### src/hdl/bcc_pkg.sv
// Package for the button click classifier: configuration and result types,
// register indexes, action codes and event flag positions.
// No dependencies.
`default_nettype none

package bcc_pkg;

    localparam int CNT_W   = 16;
    localparam int CFG_W   = 16;
    localparam int CFG_IDX_W = 2;
    localparam int EV_W    = 3;

    // Register indexes on the configuration port
    localparam logic [CFG_IDX_W-1:0] REG_ACTIVE_LEVEL     = 2'd0;
    localparam logic [CFG_IDX_W-1:0] REG_DEBOUNCE_TICKS   = 2'd1;
    localparam logic [CFG_IDX_W-1:0] REG_DOUBLE_GAP_TICKS = 2'd2;
    localparam logic [CFG_IDX_W-1:0] REG_LONG_PRESS_TICKS = 2'd3;

    // Reset values of the registers
    localparam logic             ACTIVE_LEVEL_RST     = 1'b0;
    localparam logic [CNT_W-1:0] DEBOUNCE_TICKS_RST   = 16'd20;
    localparam logic [CNT_W-1:0] DOUBLE_GAP_TICKS_RST = 16'd350;
    localparam logic [CNT_W-1:0] LONG_PRESS_TICKS_RST = 16'd1000;

    // Item actions
    localparam logic ACT_TICK = 1'b0;
    localparam logic ACT_READ = 1'b1;

    // Bit positions in the sticky event register
    localparam int EV_SHORT  = 0;
    localparam int EV_DOUBLE = 1;
    localparam int EV_LONG   = 2;

    typedef struct packed {
        logic             active_level;
        logic [CNT_W-1:0] debounce_ticks;
        logic [CNT_W-1:0] double_gap_ticks;
        logic [CNT_W-1:0] long_press_ticks;
    } cfg_t;

    typedef struct packed {
        logic pressed;
        logic short_event;
        logic double_event;
        logic long_event;
    } result_t;

endpackage

`default_nettype wire

### src/hdl/bcc_if.sv
// Stream interfaces of the button click classifier: input items and results,
// each with valid/ready. No dependencies.
`default_nettype none

interface bcc_in_if;
    logic valid;
    logic ready;
    logic action;
    logic pin_level;

    modport source (output valid, output action, output pin_level, input ready);
    modport sink   (input valid, input action, input pin_level, output ready);
endinterface

interface bcc_out_if;
    logic valid;
    logic ready;
    logic pressed;
    logic short_event;
    logic double_event;
    logic long_event;

    modport source (output valid, output pressed, output short_event,
                    output double_event, output long_event, input ready);
    modport sink   (input valid, input pressed, input short_event,
                    input double_event, input long_event, output ready);
endinterface

`default_nettype wire

### src/hdl/bcc_cfg_regs.sv
// Configuration register file of the button click classifier.
// Depends on bcc_pkg.
`default_nettype none

module bcc_cfg_regs (
    input  wire logic                             clk,
    input  wire logic                             rst_n,
    input  wire logic                             cfg_we,
    input  wire logic [bcc_pkg::CFG_IDX_W-1:0]    cfg_index,
    input  wire logic [bcc_pkg::CFG_W-1:0]        cfg_wdata,
    output bcc_pkg::cfg_t                         cfg
);

    bcc_pkg::cfg_t cfg_reg;
    bcc_pkg::cfg_t cfg_next;

    always_comb
    begin
        cfg_next = cfg_reg;
        if (cfg_we)
        begin
            case (cfg_index)
                bcc_pkg::REG_ACTIVE_LEVEL:     cfg_next.active_level     = cfg_wdata[0];
                bcc_pkg::REG_DEBOUNCE_TICKS:   cfg_next.debounce_ticks   = cfg_wdata;
                bcc_pkg::REG_DOUBLE_GAP_TICKS: cfg_next.double_gap_ticks = cfg_wdata;
                bcc_pkg::REG_LONG_PRESS_TICKS: cfg_next.long_press_ticks = cfg_wdata;
                default:                       cfg_next = cfg_reg;
            endcase
        end
    end

    always_ff @(posedge clk or negedge rst_n)
    begin
        if (!rst_n)
        begin
            cfg_reg.active_level     <= bcc_pkg::ACTIVE_LEVEL_RST;
            cfg_reg.debounce_ticks   <= bcc_pkg::DEBOUNCE_TICKS_RST;
            cfg_reg.double_gap_ticks <= bcc_pkg::DOUBLE_GAP_TICKS_RST;
            cfg_reg.long_press_ticks <= bcc_pkg::LONG_PRESS_TICKS_RST;
        end
        else
        begin
            cfg_reg <= cfg_next;
        end
    end

    assign cfg = cfg_reg;

endmodule

`default_nettype wire

### src/hdl/bcc_classifier.sv
// Debounce and click classification state with its next-state logic.
// Advances one item per enabled cycle. Depends on bcc_pkg.
`default_nettype none

module bcc_classifier (
    input  wire logic    clk,
    input  wire logic    rst_n,
    input  wire logic    step_en,
    input  wire logic    action,
    input  wire logic    pin_level,
    input  wire bcc_pkg::cfg_t cfg,
    output bcc_pkg::result_t result
);

    logic                       stable_reg,    stable_next;
    logic [bcc_pkg::CNT_W-1:0]  debounce_reg,  debounce_next;
    logic [bcc_pkg::CNT_W-1:0]  hold_reg,      hold_next;
    logic                       long_done_reg, long_done_next;
    logic                       waiting_reg,   waiting_next;
    logic [bcc_pkg::CNT_W-1:0]  gap_reg,       gap_next;
    logic [bcc_pkg::EV_W-1:0]   events_reg,    events_next;
    logic                       pin_active;

    assign pin_active = (pin_level == cfg.active_level);

    always_comb
    begin
        stable_next    = stable_reg;
        debounce_next  = debounce_reg;
        hold_next      = hold_reg;
        long_done_next = long_done_reg;
        waiting_next   = waiting_reg;
        gap_next       = gap_reg;
        events_next    = events_reg;
        if (step_en)
        begin
            if (action == bcc_pkg::ACT_TICK)
            begin
                // debounce: accept a changed level once it has persisted
                if (pin_active != stable_reg)
                begin
                    if (debounce_next < cfg.debounce_ticks)
                        debounce_next = debounce_next + 16'd1;
                    if (debounce_next >= cfg.debounce_ticks)
                    begin
                        stable_next   = pin_active;
                        debounce_next = '0;
                        if (pin_active)
                        begin
                            hold_next      = '0;
                            long_done_next = 1'b0;
                        end
                        else if (!long_done_reg)
                        begin
                            // release of a click: open the gap or close a double
                            if (!waiting_reg)
                                waiting_next = 1'b1;
                            else
                            begin
                                events_next[bcc_pkg::EV_DOUBLE] = 1'b1;
                                waiting_next = 1'b0;
                            end
                            gap_next = '0;
                        end
                    end
                end
                else
                begin
                    debounce_next = '0;
                end

                if (stable_next)
                begin
                    if (hold_next < cfg.long_press_ticks)
                        hold_next = hold_next + 16'd1;
                    if ((hold_next >= cfg.long_press_ticks) && !long_done_next)
                    begin
                        events_next[bcc_pkg::EV_LONG] = 1'b1;
                        long_done_next = 1'b1;
                        waiting_next   = 1'b0;
                        gap_next       = '0;
                    end
                end
                else if (waiting_next)
                begin
                    if (gap_next < cfg.double_gap_ticks)
                        gap_next = gap_next + 16'd1;
                    else
                    begin
                        events_next[bcc_pkg::EV_SHORT] = 1'b1;
                        waiting_next = 1'b0;
                        gap_next     = '0;
                    end
                end
            end
            else
            begin
                events_next = '0;
            end
        end
    end

    always_comb
    begin
        result.pressed      = stable_next;
        result.short_event  = 1'b0;
        result.double_event = 1'b0;
        result.long_event   = 1'b0;
        if (action == bcc_pkg::ACT_READ)
        begin
            result.short_event  = events_reg[bcc_pkg::EV_SHORT];
            result.double_event = events_reg[bcc_pkg::EV_DOUBLE];
            result.long_event   = events_reg[bcc_pkg::EV_LONG];
        end
    end

    always_ff @(posedge clk or negedge rst_n)
    begin
        if (!rst_n)
        begin
            stable_reg    <= 1'b0;
            debounce_reg  <= '0;
            hold_reg      <= '0;
            long_done_reg <= 1'b0;
            waiting_reg   <= 1'b0;
            gap_reg       <= '0;
            events_reg    <= '0;
        end
        else
        begin
            stable_reg    <= stable_next;
            debounce_reg  <= debounce_next;
            hold_reg      <= hold_next;
            long_done_reg <= long_done_next;
            waiting_reg   <= waiting_next;
            gap_reg       <= gap_next;
            events_reg    <= events_next;
        end
    end

    // a long press that is still held never leaves a click waiting
    assert property (@(posedge clk) disable iff (!rst_n)
        (long_done_reg && stable_reg) |-> !waiting_reg)
        else $error("click waiting during a held long press");

    // a read clears every sticky event
    assert property (@(posedge clk) disable iff (!rst_n)
        (step_en && action == bcc_pkg::ACT_READ) |=> (events_reg == '0))
        else $error("events not cleared by read");

    // without a step the state holds
    assert property (@(posedge clk) disable iff (!rst_n)
        !step_en |=> ($stable(stable_reg) && $stable(hold_reg) && $stable(gap_reg)
                      && $stable(debounce_reg) && $stable(events_reg)))
        else $error("state moved without a step");

endmodule

`default_nettype wire

### src/hdl/button_click_classifier.sv
// Button click classifier: debounced push button with short, double and long press events.
// Each item passes the input register, then the result register, before its result is offered.
// One item per cycle while out_ch is ready; a new item is taken while a finished result waits.
// Reset: rst_n clears the state, the sticky events and both stages, and loads register defaults.
// Depends on bcc_pkg, bcc_if, bcc_cfg_regs and bcc_classifier.
`default_nettype none

module button_click_classifier (
    input  wire logic                          clk,
    input  wire logic                          rst_n,
    bcc_in_if.sink                             in_ch,
    bcc_out_if.source                          out_ch,
    input  wire logic                          cfg_we,
    input  wire logic [bcc_pkg::CFG_IDX_W-1:0] cfg_index,
    input  wire logic [bcc_pkg::CFG_W-1:0]     cfg_wdata
);

    bcc_pkg::cfg_t    cfg;
    bcc_pkg::result_t step_result;
    bcc_pkg::result_t result_reg;

    logic in_valid_reg;
    logic in_action_reg;
    logic in_pin_reg;
    logic out_valid_reg;
    logic proc_en;
    logic in_take;

    // advance the input stage when the result register is free or draining
    assign proc_en      = in_valid_reg && (!out_valid_reg || out_ch.ready);
    assign in_ch.ready  = !in_valid_reg || proc_en;
    assign in_take      = in_ch.valid && in_ch.ready;

    bcc_cfg_regs u_cfg (
        .clk       (clk),
        .rst_n     (rst_n),
        .cfg_we    (cfg_we),
        .cfg_index (cfg_index),
        .cfg_wdata (cfg_wdata),
        .cfg       (cfg)
    );

    bcc_classifier u_classifier (
        .clk       (clk),
        .rst_n     (rst_n),
        .step_en   (proc_en),
        .action    (in_action_reg),
        .pin_level (in_pin_reg),
        .cfg       (cfg),
        .result    (step_result)
    );

    always_ff @(posedge clk or negedge rst_n)
    begin
        if (!rst_n)
        begin
            in_valid_reg  <= 1'b0;
            out_valid_reg <= 1'b0;
        end
        else
        begin
            if (in_ch.ready)
                in_valid_reg <= in_ch.valid;
            if (proc_en)
                out_valid_reg <= 1'b1;
            else if (out_ch.ready)
                out_valid_reg <= 1'b0;
        end
    end

    always_ff @(posedge clk)
    begin
        if (in_take)
        begin
            in_action_reg <= in_ch.action;
            in_pin_reg    <= in_ch.pin_level;
        end
        if (proc_en)
            result_reg <= step_result;
    end

    assign out_ch.valid        = out_valid_reg;
    assign out_ch.pressed      = result_reg.pressed;
    assign out_ch.short_event  = result_reg.short_event;
    assign out_ch.double_event = result_reg.double_event;
    assign out_ch.long_event   = result_reg.long_event;

    // a stalled input stage keeps its item
    assert property (@(posedge clk) disable iff (!rst_n)
        (in_valid_reg && !proc_en) |=> in_valid_reg)
        else $error("input stage dropped an item");

    // a processed item always lands in the result register
    assert property (@(posedge clk) disable iff (!rst_n)
        proc_en |=> out_valid_reg)
        else $error("processed item lost");

    // input back-pressure only when both stages are full
    assert property (@(posedge clk) disable iff (!rst_n)
        !in_ch.ready |-> (in_valid_reg && out_valid_reg && !out_ch.ready))
        else $error("needless input stall");

endmodule

`default_nettype wire

### src/flat_wrapper.sv
// flat-port wrapper written by rule: the top's interface ports become plain ports
module button_click_classifier_flat 
  (clk, rst_n, cfg_we, cfg_index, cfg_wdata, in_ch_valid, in_ch_action, in_ch_pin_level, in_ch_ready, out_ch_valid, out_ch_pressed, out_ch_short_event, out_ch_double_event, out_ch_long_event, out_ch_ready);
  bcc_in_if in_ch_i ();
  bcc_out_if out_ch_i ();
  input  wire logic clk;
  input  wire logic rst_n;
  input  wire logic cfg_we;
  input  wire logic [bcc_pkg::CFG_IDX_W-1:0] cfg_index;
  input  wire logic [bcc_pkg::CFG_W-1:0] cfg_wdata;
  input wire logic [$bits(in_ch_i.valid)-1:0] in_ch_valid;
  input wire logic [$bits(in_ch_i.action)-1:0] in_ch_action;
  input wire logic [$bits(in_ch_i.pin_level)-1:0] in_ch_pin_level;
  output wire logic [$bits(in_ch_i.ready)-1:0] in_ch_ready;
  output wire logic [$bits(out_ch_i.valid)-1:0] out_ch_valid;
  output wire logic [$bits(out_ch_i.pressed)-1:0] out_ch_pressed;
  output wire logic [$bits(out_ch_i.short_event)-1:0] out_ch_short_event;
  output wire logic [$bits(out_ch_i.double_event)-1:0] out_ch_double_event;
  output wire logic [$bits(out_ch_i.long_event)-1:0] out_ch_long_event;
  input wire logic [$bits(out_ch_i.ready)-1:0] out_ch_ready;
  assign in_ch_i.valid = in_ch_valid;
  assign in_ch_i.action = in_ch_action;
  assign in_ch_i.pin_level = in_ch_pin_level;
  assign in_ch_ready = in_ch_i.ready;
  assign out_ch_valid = out_ch_i.valid;
  assign out_ch_pressed = out_ch_i.pressed;
  assign out_ch_short_event = out_ch_i.short_event;
  assign out_ch_double_event = out_ch_i.double_event;
  assign out_ch_long_event = out_ch_i.long_event;
  assign out_ch_i.ready = out_ch_ready;
  button_click_classifier u_core (.clk(clk), .rst_n(rst_n), .in_ch(in_ch_i), .out_ch(out_ch_i), .cfg_we(cfg_we), .cfg_index(cfg_index), .cfg_wdata(cfg_wdata));
endmodule
### config.mk
export PLATFORM = sky130hd
export DESIGN_NAME = button_click_classifier_flat
export DESIGN_NICKNAME = d
export VERILOG_FILES = /design/src/hdl/bcc_pkg.sv /design/src/hdl/bcc_if.sv /design/src/hdl/bcc_cfg_regs.sv /design/src/hdl/bcc_classifier.sv /design/src/hdl/button_click_classifier.sv /design/src/flat_wrapper.sv
export SDC_FILE = /design/constraint.sdc
export NUM_CORES = 1
export LEC_CHECK = 0
export BUFFER_PORTS_ARGS = -buffer_cell sky130_fd_sc_hd__buf_2
export CAP_MARGIN = 25
export CORE_MARGIN = 1
export CORE_UTILIZATION = 60
export DETAILED_ROUTE_END_ITERATION = 12
export HOLD_SLACK_MARGIN = 0.15
export PLACE_DENSITY = 0.8
export SYNTH_ARGS = -nofsm -noshare
export SYNTH_HDL_FRONTEND = slang
export SYNTH_HIERARCHICAL = 1
export SYNTH_SLANG_ARGS = --single-unit
### constraint.sdc
create_clock -name clk -period 23.1 [get_ports clk]
set_clock_uncertainty 0.2 [all_clocks]
set_input_delay 4.62 -clock clk [delete_from_list [all_inputs] [get_ports clk]]
set_output_delay 4.62 -clock clk [all_outputs]
set_load 0.01 [all_outputs]
# Word-level counts from Yosys, hierarchy flattened
# Index checks and enable logic that the tools add are counted.
[word_totals]
output_inout_bits = 6
input_bits = 25
reg_bits = 111
[classes]
muxes = 63
eq_ne = 9
reduce_logical = 24
magnitude_cmp = 5
addsub = 3
n_bitwise = 1
[ops]
columns = ["op", "n"]
rows = [
  ["16-bit 2-to-1 mux", 26],
  ["16-bit by 1-bit adder with 16-bit output (second input constant)", 3],
  ["16-bit less-than comparator", 3],
  ["1-bit 2-to-1 mux", 36],
  ["16-bit greater-or-equal comparator", 2],
  ["2-bit nonzero test", 7],
  ["2-bit AND reduction", 5],
  ["2-bit by 1-bit inequality test with 1-bit output (second input constant)", 4],
  ["6-bit AND reduction", 1],
  ["2-bit equality test (second input constant)", 2],
  ["4-bit AND reduction", 1],
  ["1-bit logical AND", 3],
  ["1-bit zero test", 3],
  ["3-bit 2-to-1 mux", 1],
  ["3-bit AND reduction", 1],
  ["2-bit by 1-bit equality test with 1-bit output (second input constant)", 1],
  ["2-bit zero test", 1],
  ["1-bit logical OR", 2],
  ["1-bit equality test", 1],
  ["1-bit inequality test", 1],
  ["1-bit inverter", 1],
]

# Longest topological paths before layout
# Gate-level depths: netlist (run 1).
[depth]
depth_word = 20
depth_mapped = 39

# By module
# The synthesis (run 1) kept the hierarchy.
[by_module_without_submodules]
columns = ["mod", "n_inst", "cells_per_inst", "area_per_inst_um2"]
rows = [
  ["bcc_classifier", 1, 727, 5800.6],
  ["bcc_cfg_regs", 1, 105, 2006.9],
  ["button_click_classifier", 1, 14, 284.0],
]

# Worst setup path before layout (run 1)
# Ideal clock, no wire load.
[synth_path]
kind = "input to output"
from = "input port out_ch_ready"
to = "output port in_ch_ready"
n_path_buf = 0
t_arrival_ps = 4773
cell_stages = 1
setup_slack_ps = 13507
t_required_ps = 18280
path_cell_list = "nand3b_4"
[synth_via]
elab_chain_cells = 3
[synth_rtl]
columns = ["item", "line", "text"]
rows = [
  ["start, declared", "flat_wrapper.sv:20", "input wire logic [$bits(out_ch_i.ready)-1:0] out_ch_ready;"],
  ["1-bit logical OR", "button_click_classifier.sv:30", "assign proc_en = in_valid_reg && (!out_valid_reg || out_ch.ready);"],
  ["1-bit logical AND", "button_click_classifier.sv:30", ""],
  ["1-bit logical OR", "button_click_classifier.sv:31", "assign in_ch.ready = !in_valid_reg || proc_en;"],
  ["end, declared", "flat_wrapper.sv:14", "output wire logic [$bits(in_ch_i.ready)-1:0] in_ch_ready;"],
]
# Every way passes these cells.

# Worst setup path after layout (run 1)
# Ends and elaborated chain as after synthesis.

==> impl_metrics.toml, run 1 <==
[timing]
slew_headroom = 0.335
fin_crit_ns = 9.83
finalSetupTns_ns = 0
period_share = 0.426
tightestPinTransition_ns = 0.994
drv_slew = 0
rsz0062_at_grt = "no"
hold_violations = 0
setup_viol = 0
hold_slack_ns = 0.307
max_clock_freq_mhz = 102

[yosys]
synth_area_sq_mm = 0.00809
yosysTopAreaCellShare = 0.281
ys.flop_type = "dfrtp_1"
synth_edf_count = 6
ys_async_sr_fraction = 0.946
ys_warn_count = 6
synth_most_common_cell = "dfrtp_1"
synth-seq-cells = 111
synthCells = 846
syn_avg_cell_area_sq_um = 9.56
ys_top_cells_by_area = "dfrtp_1 28%, ha_1 12%, mux2_4 5.6%, dfstp_2 4.5%, inv_1 3.2%"
synth_cell_type_count = 78
yosys.area.top_type = "dfrtp_1"
synth_commonest_cells = "91 x dfrtp_1, 80 x ha_1, 70 x inv_1, 70 x nand2_1, 55 x nor2_1"
ys_seq_area_frac = 0.349
syn_nets = 951

[global_route]
track_usage = 0.290
grt-ovfl-total = 0
grt_max_degree = 84
antenna_found_initial = 0
grt_pass1_vias = 6357
grt_pass1_wl_mm = 31.8

[critical_path]
slowest_stage = "nand3b_4"
reg2reg_setup_slack_ns = 13.30
critical_path.max_fanout = 3
cp-start-kind = "input pin"
worst_path_most_repeated_cell = "buf_2"
timing.rr.end = "u_core/u_classifier/gap_reg[0]"
cp-end-kind = "output pin"
path_delay_family = "buffers and inverters"
critPathArrivalTime_ns = 5.01
worstPathRequired_ns = 18.28
slowest_delay_ns = 0.15
reg2reg_depth = 33
critPathKind = "input pin to output pin"
path_cells = "buf_2 > nand3b_4 > buf_2"
r2r-start = "u_core/u_cfg/cfg[33]"
path_buf_inv = 2

[clock_network]
clkTransAtPathRegs_ns = 0.07
clock_latency_ns = 0.36
cts_resized = 0
cts.sinks = 111
cts_tree = "yes"
hold_buffers = 0
cts_setup_buffers = 0
cts_htree_levels = 3
cts_buffers = 9
cts_max_path_buffers = 2
cts-root-buf = "clkbuf_16"

[outcome]
outcome = "finished, final reports clean"

[cells_and_area]
antennaDiodeCount = 0
fin_area_sq_mm = 0.00866
largest_register_ffs = 49
area_growth_pct = 7.08
drive_gt1_frac = 0.160
instances_no_fill = 1047
fin_util = 0.657
nets = 971

[placement]
globalplace.congestion = 0.865
portBuffers = 30
placed_area_sq_mm = 0.00838
detailed_place_hpwl_mm = 14.0
dp.cells = 1030

[min_path]
min-delay-start = "u_core/u_classifier/gap_reg[15]"
whs_endpoint = "u_core/u_classifier/gap_reg[15]"
hp-class = "register to register"
holdPathStages = 1

[floorplanning]
num_rows = 42
die_h_um = 118
chipWidth_um = 118
io_pins = 31
core-area_sq_mm = 0.0132
start_util = 0.613
dieArea_sq_mm = 0.0140

[detailed_routing]
first_pass_iters = 5
wire_per_inst_um = 18.5
viasPerCell = 6.32
drtAntennaViolNets = 0
drt_iter0_drc = 800
vias = 6620
routed_wl_mm = 19.4
drc_errors = 0

[power_and_ir_drop]
p_leak_nw = 4.26
ir_worst_vdd_v = 0.0000415
p_per_area_mw_per_mm2 = 71.3

[job]
cap_violations = 0
## worst max-delay path by stage
stage                         startpoint                              to  slack, ns  depth (start not counted)
detailed placement          out_ch_ready                     in_ch_ready      13.27                          3
CTS                         out_ch_ready                     in_ch_ready      13.27                          3
finish                      out_ch_ready                     in_ch_ready      13.27                          3
global placement            out_ch_ready                     in_ch_ready      13.27                          3
global route        u_core/u_cfg/cfg[33]  u_core/u_classifier/gap_reg[0]      12.58                         33
floorplan                   out_ch_ready                     in_ch_ready      13.51                          1
## per-layer routing
metal | part of all wire | vias to the layer above | GRT usage
li1 | - | 3134 | -
met3 | 0.068 | 50 | 0.0579
met1 | 0.44 | 3166 | 0.395
met2 | 0.47 | 270 | 0.458
met5 | 0 | - | 0
met4 | 0.024 | 0 | 0.102
## layout make-up
type | instances | area, sq um
inverters | 70 | 263
flip-flops and latches | 111 | 2830
clock inverters | 4 | 22.5
repair buffers | 38 | 233
fillers | 1085 | 4530
well taps | 176 | 220
multi-input cells | 636 | 4860
clock buffers | 12 | 236
## layout by cell type, fill, tap and decap left out, types with 7 or more instances in the layout
cell       netlist  final
inv_1           70     70
nand4_1         23     23
clkbuf_16        0      9
mux2_4          30     30
nor3_1          14     14
buf_4            1      8
nand2_1         70     70
buf_2            1     29
nor2_1          55     55
nand2b_1        10     10
xnor2_1         21     21
and2_1          30     30
o21ai_0         33     33
o211ai_1         8      8
mux2_2          20     20
dfstp_2         14     14
nand3_1         23     23
a21o_1          20     20
a211oi_1         8      7
ha_1            80     80
dfrtp_1         91     91
xor2_1           7      7
and3_1          18     18
a21oi_1         33     33
a31oi_1         25     25
## worst reg2reg max path: cells and delay by family, from the launching register on
| family | cells | cell delay [ns] |
|---|---|---|
| AO/OA/AOI/OAI | 20 | 6.15 |
| AND/OR/NAND/NOR | 7 | 1.69 |
| adder cells (fa/ha/maj) | 4 | 1.06 |
| flip-flops | 1 | 0.37 |
| XOR/XNOR | 1 | 0.17 |
| buffers and inverters | 1 | 0.07 |
## power breakdown
part           total, W  switching (W)  internal (W)
clock network  0.000144      0.0000707     0.0000729
logic          0.000216       0.000124     0.0000929
registers      0.000258      0.0000278      0.000230
## kinds of logic after synthesis
kind of cell	Yosys count	synth area share
muxes	54	0.0884
DFF	111	0.349
AOI/OAI and AO/OA	193	0.166
xor gates and xnor gates	28	0.0303
adders and majority gates	80	0.124
and+or+nand+nor	281	0.192
buffers and inverters	99	0.0503
## through the flow
stage / total power (W) / worst slack [ns]
2_1_floorplan: 0.000414 / 13.51
3_3_place_gp: 0.000463 / 13.27
3_5_place_dp: 0.000470 / 13.27
4_1_cts: 0.000618 / 13.27
5_1_grt: 0.000658 / 12.58
6_report: 0.000618 / 13.27
No activity file was read; power rests on OpenSTA's default activity.
==> inputs of run 2 (changes only) <==
Clock period 23.1 ns to 9.4 ns, I/O delays scaled along.
==> run 2 against run 1 <==
  * Clock-buffer cell count decreased by 1
  * Critical endpoint is now u_core/u_classifier/gap_reg[4]
  * Highest routed layer unchanged
  * Register-to-register slack got worse by 13 ns
  * Final cell count increased by 0.86%
==> impl_metrics.toml, run 2 (same netlist as run 1, synthesis figures left out) <==
[outcome]
outcome = "finished, final reports clean"

[floorplanning]
dieArea_sq_mm = 0.0140
start_util = 0.613
io_pins = 31
core-area_sq_mm = 0.0132
die_h_um = 118
num_rows = 42
chipWidth_um = 118

[timing]
fin_crit_ns = 8.94
finalSetupTns_ns = 0
tightestPinTransition_ns = 1.04
slew_headroom = 0.305
hold_violations = 0
max_clock_freq_mhz = 112
period_share = 0.951
rsz0062_at_grt = "no"
setup_viol = 0
drv_slew = 0

[cells_and_area]
nets = 980
layout_commonest_cell = "dfrtp_1"
drive_gt1_frac = 0.172
area_growth_pct = 7.90
antennaDiodeCount = 0
mostFrequentLayoutCells = "91 x dfrtp_1, 80 x ha_1, 70 x nand2_1, 70 x inv_1, 55 x nor2_1"
largest_register_ffs = 49

[critical_path]
critical_path.max_fanout = 21
worstPathRequired_ns = 9.48
slowest_stage = "a21oi_1"
cp-start-kind = "register"
cp-end-kind = "register"
critPathKind = "register to register"
critPathArrivalTime_ns = 9.02
slowest_delay_ns = 0.81
worst_path_most_repeated_cell = "a21o_1"

[clock_network]
cts_setup_buffers = 0
cts_resized = 0
clkTransAtPathRegs_ns = 0.08
hold_buffers = 0
cts-root-buf = "clkbuf_16"
cts_tree = "yes"
cts_max_path_buffers = 2
clock_latency_ns = 0.36
cts.sinks = 111
cts_htree_levels = 3
cts_buffers = 9

[power_and_ir_drop]
ir_worst_vdd_v = 0.000107
total_power_w = 0.00154
p_per_area_mw_per_mm2 = 177
p_leak_nw = 4.29

[placement]
portBuffers = 30
detailed_place_hpwl_mm = 14.9
globalplace.congestion = 0.941

[detailed_routing]
drt_iter0_drc = 723
viasPerCell = 6.28
first_pass_iters = 6
drc_errors = 0
drtAntennaViolNets = 0
routed_wl_mm = 19.7
wire_per_inst_um = 18.7
vias = 6633

[global_route]
grt-ovfl-total = 0
track_usage = 0.296
grt_max_degree = 67
grt_pass1_wl_mm = 32.2
antenna_found_initial = 0
grt_pass1_vias = 6347

[min_path]
hp-class = "register to register"

[job]
cap_violations = 0
==> run 2: worst max-delay path, delay by kind of cell (launching register included) <==
family                     cells  cell delay (ns)
buffers and inverters          2             0.36
xor gates and xnor gates       1             0.15
adders and majority gates      4             1.13
DFF                            1             0.43
and+or+nand+nor                6             1.44
AOI/OAI and AO/OA             21             5.14
==> run 2: layout make-up <==
class                      count  area (sq um)
tap                          176           220
multi-input combinational    636          4870
inverter                      70           263
clock buffer                  11           233
timing repair buffer          47           280
fill                        1044          4460
clock inverter                 5          42.5
sequential                   111          2830
==> run 2: worst paths after layout <==
path	startpoint	end	slack (ns)	cells past startpoint
setup / recovery	u_core/u_classifier/debounce_reg[1]	u_core/u_classifier/gap_reg[4]	0.46	34
hold / removal	u_core/u_classifier/gap_reg[15]	u_core/u_classifier/gap_reg[15]	0.31	1
setup reg to reg	u_core/u_classifier/debounce_reg[1]	u_core/u_classifier/gap_reg[4]	0.46	34
hold reg to reg	u_core/u_classifier/gap_reg[15]	u_core/u_classifier/gap_reg[15]	0.31	1
max in group asynchronous	rst_n	u_core/u_classifier/debounce_reg[4]	6.49	2
min in group asynchronous	rst_n	u_core/u_classifier/hold_reg[2]	1.28	1
==> run 2: per-stage QoR <==
stage	std cells	worst slack (ns)	cell area [sq um]	hold slack [ns]	utilization
2_1_floorplan	846	0.988	8090	0.266	-
5_1_grt	1056	0.0368	8730	0.318	0.662
3_5_place_dp	1039	0.402	8450	0.291	0.640
6_report	1056	0.459	8730	0.306	0.662
4_1_cts	1055	0.293	8720	0.308	0.661
3_3_place_gp	1039	0.571	8450	0.287	0.640
==> run 2: power by group <==
part / internal, W / switching, W / total, W
clock network: 0.000183 / 0.000184 / 0.000367
logic: 0.000233 / 0.000309 / 0.000542
registers: 0.000565 / 0.0000683 / 0.000634
total: 0.000981 / 0.000561 / 0.00154
==> run 2: layer usage <==
layer	vias to the layer above	wire [um]	track usage
met5	-	0	0
met4	0	434	0.103
met3	34	1420	0.0589
met2	270	9130	0.469
met1	3188	8750	0.403
li1	3141	-	-
